**src/design/cgcd_pkg.sv**
```systemverilog
// Shared constants, types and codes for the greedy CTC character decoder.
package cgcd_pkg;

  // Sizing
  localparam int unsigned MAX_CLASSES   = 64;
  localparam int unsigned MAX_POSITIONS = 256;
  localparam int unsigned STRING_BUFFER = 64;
  localparam int unsigned LABEL_DEPTH   = 64;

  // Field widths fixed by the interface
  localparam int unsigned SCORE_W = 8;
  localparam int unsigned CHAR_W  = 8;
  localparam int unsigned LIDX_W  = 6;

  // Register widths
  localparam int unsigned NCLS_W   = 7;
  localparam int unsigned NPOS_W   = 9;
  localparam int unsigned LCNT_W   = 7;
  localparam int unsigned THR_W    = 8;
  localparam int unsigned CAP_W    = 6;
  localparam int unsigned CFG_DW   = 9;
  localparam int unsigned CFG_IW   = 3;

  // Internal counter widths
  localparam int unsigned CLS_W  = $clog2(MAX_CLASSES);
  localparam int unsigned POS_W  = $clog2(MAX_POSITIONS);
  localparam int unsigned EMIT_W = $clog2(STRING_BUFFER);
  localparam int unsigned LADR_W = $clog2(LABEL_DEPTH);

  // Reset values
  localparam logic [NCLS_W-1:0] RST_CLASSES   = NCLS_W'(37);
  localparam logic [NPOS_W-1:0] RST_POSITIONS = NPOS_W'(32);
  localparam logic [LCNT_W-1:0] RST_LABELS    = '0;
  localparam logic [THR_W-1:0]  RST_THRESHOLD = THR_W'(255);
  localparam logic [CAP_W-1:0]  RST_MAX_CHARS = CAP_W'(63);

  // Clamp limits
  localparam logic [NCLS_W-1:0] NCLS_MAX = NCLS_W'(MAX_CLASSES);
  localparam logic [NPOS_W-1:0] NPOS_MAX = NPOS_W'(MAX_POSITIONS);
  localparam logic [CAP_W-1:0]  CAP_MAX  = CAP_W'(STRING_BUFFER - 1);

  typedef enum logic {
    CMD_LOAD  = 1'b0,
    CMD_SCORE = 1'b1
  } cmd_e;

  typedef enum logic [CFG_IW-1:0] {
    CFG_CLASSES   = 3'd0,
    CFG_POSITIONS = 3'd1,
    CFG_LABELS    = 3'd2,
    CFG_THRESHOLD = 3'd3,
    CFG_MAX_CHARS = 3'd4
  } cfg_idx_e;

  // Effective (clamped) configuration
  typedef struct packed {
    logic [NCLS_W-1:0] ncls;
    logic [NPOS_W-1:0] npos;
    logic [LCNT_W-1:0] label_count;
    logic [THR_W-1:0]  threshold;
    logic [CAP_W-1:0]  cap;
  } cfg_t;

  // Finished position handed to the emit stage
  typedef struct packed {
    logic [CLS_W-1:0]   best_class;
    logic [SCORE_W-1:0] best_score;
    logic               end_frame;
  } pos_t;

endpackage

```
**src/design/cgcd_cfg_regs.sv**
```systemverilog
// Configuration registers with range clamping.
module cgcd_cfg_regs (
  input  logic                       clk_i,
  input  logic                       rst_ni,
  input  logic                       cfg_we_i,
  input  logic [cgcd_pkg::CFG_IW-1:0] cfg_idx_i,
  input  logic [cgcd_pkg::CFG_DW-1:0] cfg_wdata_i,
  output cgcd_pkg::cfg_t             cfg_o
);
  import cgcd_pkg::*;

  logic [NCLS_W-1:0] classes_q;
  logic [NPOS_W-1:0] positions_q;
  logic [LCNT_W-1:0] labels_q;
  logic [THR_W-1:0]  threshold_q;
  logic [CAP_W-1:0]  max_chars_q;

  always_ff @(posedge clk_i or negedge rst_ni) begin
    if (!rst_ni) begin
      classes_q   <= RST_CLASSES;
      positions_q <= RST_POSITIONS;
      labels_q    <= RST_LABELS;
      threshold_q <= RST_THRESHOLD;
      max_chars_q <= RST_MAX_CHARS;
    end else if (cfg_we_i) begin
      unique case (cfg_idx_e'(cfg_idx_i))
        CFG_CLASSES:   classes_q   <= cfg_wdata_i[NCLS_W-1:0];
        CFG_POSITIONS: positions_q <= cfg_wdata_i[NPOS_W-1:0];
        CFG_LABELS:    labels_q    <= cfg_wdata_i[LCNT_W-1:0];
        CFG_THRESHOLD: threshold_q <= cfg_wdata_i[THR_W-1:0];
        CFG_MAX_CHARS: max_chars_q <= cfg_wdata_i[CAP_W-1:0];
        default: ;
      endcase
    end
  end

  always_comb begin
    cfg_o.ncls = classes_q;
    if (classes_q == '0)         cfg_o.ncls = NCLS_W'(1);
    else if (classes_q > NCLS_MAX) cfg_o.ncls = NCLS_MAX;

    cfg_o.npos = positions_q;
    if (positions_q == '0)         cfg_o.npos = NPOS_W'(1);
    else if (positions_q > NPOS_MAX) cfg_o.npos = NPOS_MAX;

    cfg_o.label_count = labels_q;
    cfg_o.threshold   = threshold_q;
    cfg_o.cap         = (max_chars_q > CAP_MAX) ? CAP_MAX : max_chars_q;
  end

endmodule

```
**src/design/cgcd_argmax.sv**
```systemverilog
// Running first-maximum argmax with class and position counters.
module cgcd_argmax (
  input  logic                          clk_i,
  input  logic                          rst_ni,
  input  logic                          score_acc_i,
  input  logic [cgcd_pkg::SCORE_W-1:0]  score_i,
  input  cgcd_pkg::cfg_t                cfg_i,
  output logic                          pos_done_o,
  output cgcd_pkg::pos_t                pos_o
);
  import cgcd_pkg::*;

  logic [SCORE_W-1:0] best_score_q, best_score_d;
  logic [CLS_W-1:0]   best_class_q, best_class_d;
  logic [CLS_W-1:0]   class_cnt_q;
  logic [POS_W-1:0]   pos_cnt_q;
  logic [NCLS_W-1:0]  class_nxt;
  logic [NPOS_W-1:0]  pos_nxt;
  logic               take;
  logic               pos_end;
  logic               frame_end;

  always_comb begin
    take         = (class_cnt_q == '0) || (score_i > best_score_q);
    best_score_d = take ? score_i : best_score_q;
    best_class_d = take ? class_cnt_q : best_class_q;
    class_nxt    = NCLS_W'(class_cnt_q) + NCLS_W'(1);
    pos_nxt      = NPOS_W'(pos_cnt_q) + NPOS_W'(1);
    pos_end      = class_nxt >= cfg_i.ncls;
    frame_end    = pos_nxt >= cfg_i.npos;

    pos_done_o       = score_acc_i && pos_end;
    pos_o.best_class = best_class_d;
    pos_o.best_score = best_score_d;
    pos_o.end_frame  = frame_end;
  end

  always_ff @(posedge clk_i or negedge rst_ni) begin
    if (!rst_ni) begin
      best_score_q <= '0;
      best_class_q <= '0;
      class_cnt_q  <= '0;
      pos_cnt_q    <= '0;
    end else if (score_acc_i) begin
      if (pos_end) begin
        best_score_q <= '0;
        best_class_q <= '0;
        class_cnt_q  <= '0;
        pos_cnt_q    <= frame_end ? '0 : pos_nxt[POS_W-1:0];
      end else begin
        best_score_q <= best_score_d;
        best_class_q <= best_class_d;
        class_cnt_q  <= class_nxt[CLS_W-1:0];
      end
    end
  end

endmodule

```
**src/design/cgcd_label_mem.sv**
```systemverilog
// Label character table: one write port, registered read, per-entry valid bits.
module cgcd_label_mem (
  input  logic                         clk_i,
  input  logic                         rst_ni,
  input  logic                         we_i,
  input  logic [cgcd_pkg::LADR_W-1:0]  waddr_i,
  input  logic [cgcd_pkg::CHAR_W-1:0]  wdata_i,
  input  logic                         re_i,
  input  logic [cgcd_pkg::LADR_W-1:0]  raddr_i,
  output logic [cgcd_pkg::CHAR_W-1:0]  rdata_o
);
  import cgcd_pkg::*;

  logic [CHAR_W-1:0]      mem_q [LABEL_DEPTH];
  logic [LABEL_DEPTH-1:0] vld_q;
  logic [CHAR_W-1:0]      rdata_q;
  logic                   rvld_q;

  always_ff @(posedge clk_i) begin
    if (we_i) begin
      mem_q[waddr_i] <= wdata_i;
    end
    if (re_i) begin
      rdata_q <= mem_q[raddr_i];
    end
  end

  // Entries never loaded read as empty
  always_ff @(posedge clk_i or negedge rst_ni) begin
    if (!rst_ni) begin
      vld_q  <= '0;
      rvld_q <= 1'b0;
    end else begin
      if (we_i)  vld_q[waddr_i] <= 1'b1;
      if (re_i)  rvld_q <= vld_q[raddr_i];
    end
  end

  assign rdata_o = rvld_q ? rdata_q : '0;

endmodule

```
**src/design/cgcd_emit.sv**
```systemverilog
// Emission check stage and output register.
module cgcd_emit (
  input  logic                         clk_i,
  input  logic                         rst_ni,
  input  logic                         pos_done_i,
  input  cgcd_pkg::pos_t               pos_i,
  input  logic [cgcd_pkg::CHAR_W-1:0]  label_i,
  input  cgcd_pkg::cfg_t               cfg_i,
  output logic                         s2_free_o,
  output logic                         out_valid_o,
  input  logic                         out_ready_i,
  output logic [cgcd_pkg::CHAR_W-1:0]  char_code_o,
  output logic                         char_valid_o,
  output logic                         last_o
);
  import cgcd_pkg::*;

  logic               s2_valid_q;
  pos_t               s2_q;
  logic [EMIT_W-1:0]  emitted_q;
  logic [CHAR_W-1:0]  last_char_q;
  logic               out_valid_q;
  logic [CHAR_W-1:0]  char_code_q;
  logic               char_valid_q;
  logic               last_q;

  logic emit;
  logic has_res;
  logic out_free;
  logic s2_adv;

  always_comb begin
    emit = (CAP_W'(emitted_q) < cfg_i.cap) &&
           (s2_q.best_class != '0) &&
           (LCNT_W'(s2_q.best_class) < cfg_i.label_count) &&
           (label_i != '0) &&
           (s2_q.best_score > cfg_i.threshold) &&
           (label_i != last_char_q);
    has_res   = emit || s2_q.end_frame;
    out_free  = !out_valid_q || out_ready_i;
    s2_adv    = s2_valid_q && (!has_res || out_free);
    s2_free_o = !s2_valid_q || s2_adv;
  end

  always_ff @(posedge clk_i or negedge rst_ni) begin
    if (!rst_ni) begin
      s2_valid_q  <= 1'b0;
      emitted_q   <= '0;
      last_char_q <= '0;
      out_valid_q <= 1'b0;
    end else begin
      if (s2_free_o) s2_valid_q <= pos_done_i;
      if (s2_adv) begin
        if (s2_q.end_frame) begin
          emitted_q   <= '0;
          last_char_q <= '0;
        end else if (emit) begin
          emitted_q   <= emitted_q + EMIT_W'(1);
          last_char_q <= label_i;
        end
      end
      if (out_free) out_valid_q <= s2_valid_q && has_res;
    end
  end

  always_ff @(posedge clk_i) begin
    if (pos_done_i && s2_free_o) s2_q <= pos_i;
    if (out_free && s2_valid_q && has_res) begin
      char_code_q  <= emit ? label_i : '0;
      char_valid_q <= emit;
      last_q       <= s2_q.end_frame;
    end
  end

  assign out_valid_o  = out_valid_q;
  assign char_code_o  = char_code_q;
  assign char_valid_o = char_valid_q;
  assign last_o       = last_q;

endmodule

```
**src/design/ctc_greedy_char_decoder.sv**
```systemverilog
// Top level of the greedy CTC character decoder.
//
//  channel | signals                                          | dir | role
//  --------+--------------------------------------------------+-----+---------------------------
//  in      | in_valid_i/in_ready_o, command_i, label_index_i, | in  | label loads and class scores
//          | label_char_i, score_i                            |     |
//  out     | out_valid_o/out_ready_i, char_code_o,            | out | decoded characters, frame end
//          | char_valid_o, last_o                             |     |
//  cfg     | cfg_we_i, cfg_idx_i, cfg_wdata_i                 | in  | register writes, no wait
//
// One item is accepted per cycle while input ready is high. Each score item updates the
// running argmax in the cycle it is accepted; a position's last score launches a label
// table read at its accepting edge, the emit stage checks the winner in the next cycle,
// and its result is registered into the output register once that register is free.
// The label table reads empty straight out of reset (per-entry valid bits), so
// there is no clearing pass. When the output stalls, the emit stage holds one
// finished position and input ready drops only while that stage cannot drain.
module ctc_greedy_char_decoder (
  input  logic                         clk_i,
  input  logic                         rst_ni,
  // configuration
  input  logic                         cfg_we_i,
  input  logic [cgcd_pkg::CFG_IW-1:0]  cfg_idx_i,
  input  logic [cgcd_pkg::CFG_DW-1:0]  cfg_wdata_i,
  // input items
  input  logic                         in_valid_i,
  output logic                         in_ready_o,
  input  logic                         command_i,
  input  logic [cgcd_pkg::LIDX_W-1:0]  label_index_i,
  input  logic [cgcd_pkg::CHAR_W-1:0]  label_char_i,
  input  logic [cgcd_pkg::SCORE_W-1:0] score_i,
  // result items
  output logic                         out_valid_o,
  input  logic                         out_ready_i,
  output logic [cgcd_pkg::CHAR_W-1:0]  char_code_o,
  output logic                         char_valid_o,
  output logic                         last_o
);
  import cgcd_pkg::*;

  cfg_t              cfg;
  pos_t              pos;
  logic              pos_done;
  logic              s2_free;
  logic              in_acc;
  logic              load_acc;
  logic              score_acc;
  logic [CHAR_W-1:0] label;

  // The only thing that can hold up input is a full emit stage
  assign in_ready_o = s2_free;
  assign in_acc     = in_valid_i && in_ready_o;
  assign load_acc   = in_acc && (cmd_e'(command_i) == CMD_LOAD);
  assign score_acc  = in_acc && (cmd_e'(command_i) == CMD_SCORE);

  cgcd_cfg_regs u_cfg (
    .clk_i       (clk_i),
    .rst_ni      (rst_ni),
    .cfg_we_i    (cfg_we_i),
    .cfg_idx_i   (cfg_idx_i),
    .cfg_wdata_i (cfg_wdata_i),
    .cfg_o       (cfg)
  );

  cgcd_argmax u_argmax (
    .clk_i       (clk_i),
    .rst_ni      (rst_ni),
    .score_acc_i (score_acc),
    .score_i     (score_i),
    .cfg_i       (cfg),
    .pos_done_o  (pos_done),
    .pos_o       (pos)
  );

  // Read address is the position's final winner; loads and reads never share a cycle
  cgcd_label_mem u_mem (
    .clk_i   (clk_i),
    .rst_ni  (rst_ni),
    .we_i    (load_acc),
    .waddr_i (label_index_i),
    .wdata_i (label_char_i),
    .re_i    (pos_done),
    .raddr_i (pos.best_class),
    .rdata_o (label)
  );

  cgcd_emit u_emit (
    .clk_i        (clk_i),
    .rst_ni       (rst_ni),
    .pos_done_i   (pos_done),
    .pos_i        (pos),
    .label_i      (label),
    .cfg_i        (cfg),
    .s2_free_o    (s2_free),
    .out_valid_o  (out_valid_o),
    .out_ready_i  (out_ready_i),
    .char_code_o  (char_code_o),
    .char_valid_o (char_valid_o),
    .last_o       (last_o)
  );

endmodule
```
**config.mk**
```make
export PLATFORM = sky130hd
export DESIGN_NAME = ctc_greedy_char_decoder
export DESIGN_NICKNAME = d
export VERILOG_FILES = /design/src/design/cgcd_pkg.sv /design/src/design/cgcd_cfg_regs.sv /design/src/design/cgcd_argmax.sv /design/src/design/cgcd_label_mem.sv /design/src/design/cgcd_emit.sv /design/src/design/ctc_greedy_char_decoder.sv
export SDC_FILE = /design/constraint.sdc
export NUM_CORES = 1
export LEC_CHECK = 0
export ABC_AREA = 0
export BUFFER_PORTS_ARGS = -buffer_cell sky130_fd_sc_hd__buf_2
export CAP_MARGIN = 20
export CORE_ASPECT_RATIO = 0.7
export CORE_UTILIZATION = 50
export CTS_CLUSTER_DIAMETER = 200
export DETAILED_ROUTE_END_ITERATION = 10
export HOLD_SLACK_MARGIN = 0.02
export PLACE_DENSITY_LB_ADDON = 0.08
export SLEW_MARGIN = 5
export SYNTH_ARGS = -nofsm -noshare
export SYNTH_HDL_FRONTEND = slang
export SYNTH_SLANG_ARGS = --single-unit
```
**constraint.sdc**
```tcl
create_clock -name clk_i -period 3.61 [get_ports clk_i]
set_clock_uncertainty 0.2 [all_clocks]
set_input_delay 0.361 -clock clk_i [delete_from_list [all_inputs] [get_ports clk_i]]
set_output_delay 0.361 -clock clk_i [all_outputs]
set_load 0.01 [all_outputs]
```
==> results_dict.tcl <==
set metrics [dict create \
    slowest_delay_ns 0.54 \
    worstPathArrival_ns 3.31 \
    start_util_pct 51.2 \
    rsz0062_at_grt "true" \
    ff2ff_setup_slack_ns -0.24 \
    power_frac_comb_pct 44.6 \
    leakage_nw 14.0 \
    status "complete, but fails checks" \
    area_growth_pct 25.7 \
    synth_flop_cell "edfxtp_1" \
    drt-wirelength-per-cell_um 24.2 \
    die_area_um2 59700 \
    powerDensity_nw_per_um2 816 \
    grt-ovfl-total 0 \
    violations "setup timing" \
    layout_min_cycle_time_ns 3.87 \
    grt_pass1_wl_um 126000 \
    cts.sinks 691 \
    yosysTopAreaCellShare_pct 55.7 \
    wl_um 85400 \
    vias 20900 \
    slew_headroom_pct 37.0 \
    grt_pass1_vias 19900 \
    drc_errors 0 \
    drv_slew 0 \
    post-dp-hpwl_um 54700 \
    path_common_cell "buf_6" \
    cts_made_buffers 69 \
    syn_area_um2 29400 \
    holdWs_ns 0.0775 \
    tightest_slew_ns 0.945 \
    synthCells 2409 \
    drive_gt1_share_pct 26.8 \
    grt_max_degree 85 \
    seqPwrFrac_pct 31.4 \
    setup_viol 301 \
    path_max_fanout 3 \
    peakVddDrop_mv 0.536 \
    p_sw_share_pct 37.6 \
    p_int_mw 18.8 \
    fin_nets 2812 \
    htree_levels 3 \
    die_y_um 205 \
    cts_buffer_depth 3 \
    crit_required_ns 3.05 \
    die_w_um 292 \
    dpl_worst_slack_ns -0.549 \
    async_flop_share_pct 21.1 \
    fin_ws_ns -0.265 \
    io_pins 52 \
    gp_congestion 0.903 \
    diodes 0 \
    fmax_mhz 258 \
    grt_usage_pct 28.5 \
    num_rows 73 \
    syn_nets 2495 \
    drt_iter0_markers 2549 \
    period_share_pct 107 \
    clk_pin_slew_ns 0.06 \
    antenna_found_initial 0 \
    ys_ff_latch 691 \
    synth_common_cells "nand2_1 (606), edfxtp_1 (545), nand3_1 (287), dfrtp_1 (128), a311oi_1 (71)" \
    yosysTopAreaCell "edfxtp_1" \
    avgViaCountPerCell 5.91 \
    yosysUniqueCellTypes 61 \
    startpoint_type "flop" \
    port_buffers 51 \
    crit_path_end_kind "output pin" \
    cts-root-buf "clkbuf_16" \
    power_mw 30.1 \
    final_core_util_pct 64.4 \
    crit_type "reg2out" \
    path_cells "xnor2_1 -> nand3_1 -> o21ai_2 -> a22oi_2 -> nor4_4 -> or4_4 -> nor4_4 -> o211a_1 -> buf_6 -> inv_4 -> buf_6 -> buf_6" \
    tns_ns -19.26 \
    slowest_stage "edfxtp_1" \
    synth_edf_count 545 \
    dr.pass1.iters 7 \
    p_clk_share_pct 24.0 \
    synth.most_common_cell "nand2_1" \
    drv_cap 0 \
    hold_path_class "in2reg" \
    synth.area.top_cells "edfxtp_1 (56%), dfrtp_1 (11%), nand2_1 (7.7%)" \
    yosys_warnings 0 \
    switchingPower_mw 11.3 \
    hold_viol_final 0 \
    cts_tree "yes" \
    ant_nets 0 \
    clkLatencyLatePin_ns 0.62 \
    design.core.area_um2 57400 \
    ys_seq_area_share_pct 68.2 \
    syn-mean-instance-area_um2 12.2 \
]
metal layers:
layer  wire, um  track usage, %  vias to the layer above
li1           -               -                     9428
met1      39800            44.5                    10500
met2      36400            40.4                      871
met3       7590            6.29                      113
met4       1560            6.62                        0
met5          0               0                        -
worst max-delay path, delay by kind of cell (launching register included):
kind	cells	cell delay (ns)
buffers and inverters	4	0.38
AND/OR/NAND/NOR	4	1.01
AO/OA/AOI/OAI	3	0.57
flip-flops	1	0.54
XOR/XNOR	1	0.19
power by group through the flow:
stage	clock network (mW)	registers [mW]	logic (mW)
3_5_place_dp	0	9.61	11.2
6_report	7.23	9.46	13.4
2_1_floorplan	0	9.52	6.58
3_3_place_gp	0	9.59	11.1
5_1_grt	7.62	9.51	14.4
4_1_cts	7.30	9.45	12.4
final timing paths:
kind | startpoint | endpoint | depth (start not counted)
worst max-delay path | u_mem.rdata_q[1]$_DFFE_PP_ | in_ready_o | 12
max in group asynchronous | rst_ni | u_mem.vld_q[40]$_DFFE_PN0N_ | 3
worst min-delay path | cfg_idx_i[2] | u_cfg.max_chars_q[3]$_DFFE_PN1P_ | 6
min in group asynchronous | rst_ni | u_emit.emitted_q[0]$_DFFE_PN0P_ | 2
worst max register to register | u_argmax.best_score_q[7]$_DFFE_PN0N_ | u_mem.rdata_q[3]$_DFFE_PP_ | 18
worst min register to register | u_mem.vld_q[4]$_DFFE_PN0N_ | u_mem.vld_q[4]$_DFFE_PN0N_ | 1
state kept, by name (all words and copies together) (netlist names):
| name | count |
|---|---|
| u_argmax.best_class_q | 6 |
| u_argmax.best_score_q | 8 |
| u_argmax.class_cnt_q | 6 |
| u_argmax.pos_cnt_q | 8 |
| u_cfg.classes_q | 7 |
| u_cfg.labels_q | 7 |
| u_cfg.max_chars_q | 6 |
| u_cfg.positions_q | 9 |
| u_cfg.threshold_q | 8 |
| u_emit.char_code_o | 8 |
| u_emit.char_valid_o | 1 |
| u_emit.emitted_q | 6 |
| u_emit.last_char_q | 8 |
| u_emit.last_o | 1 |
| u_emit.out_valid_o | 1 |
| u_emit.s2_q | 15 |
| u_emit.s2_valid_q | 1 |
| u_mem.mem_q | 512 |
| u_mem.rdata_q | 8 |
| u_mem.rvld_q | 1 |
| u_mem.vld_q | 64 |
what timing repair did:
action,4_1_cts,5_1_grt
cloned,12,7
hold buffers,22,1
pin swaps,65,73
hold endpoints to repair,154,1
setup buffers,28,22
setup endpoints to repair,600,601
resized for setup,221,110
cell families (layout without fill, tap and decap cells):
logic type	Yosys count	count (layout)	share of synthesized area, %
buffers and inverters	185	556	3.04
AO/OA/AOI/OAI	257	257	6.48
AND/OR/NAND/NOR	1175	1175	18.0
adder cells (fa/ha/maj)	46	46	1.96
multiplexers	41	41	1.83
flip-flops	691	691	68.2
XOR/XNOR	14	14	0.417
per-stage QoR:
stage                     area (um2)  cells
final                          36900   3530
after global routing           36900   3530
after CTS                      36100   3510
after detailed placement       32300   3325
after global placement         32300   3325
after floorplan                29400   2409
cell type report:
| class | instances | area (um2) |
|---|---|---|
| tap | 750 | 938 |
| fill | 4294 | 20400 |
| multi-input combinational | 1533 | 9440 |
| clock buffer | 96 | 2010 |
| clock inverter | 29 | 249 |
| sequential | 691 | 20000 |
| inverter | 43 | 190 |
| timing repair inverter | 1 | 8.76 |
| timing repair buffer | 387 | 4030 |
placed cells by master, fill, tap and decap left out, types with 23 or more instances in the layout:
| master | count |
|---|---|
| and3_1 | 37 |
| o21ai_0 | 48 |
| nand3_1 | 272 |
| or2_2 | 40 |
| buf_2 | 50 |
| nor2_4 | 25 |
| buf_6 | 53 |
| nor3_1 | 31 |
| a311oi_2 | 42 |
| ha_1 | 43 |
| edfxtp_1 | 545 |
| mux2_2 | 32 |
| nand2_1 | 591 |
| dlygate4sd3_1 | 23 |
| buf_12 | 56 |
| buf_4 | 184 |
| nor2_1 | 39 |
| inv_1 | 31 |
| dfrtp_1 | 128 |
| a311oi_1 | 27 |
| clkbuf_16 | 80 |
No activity file was read; power rests on OpenSTA's default activity.
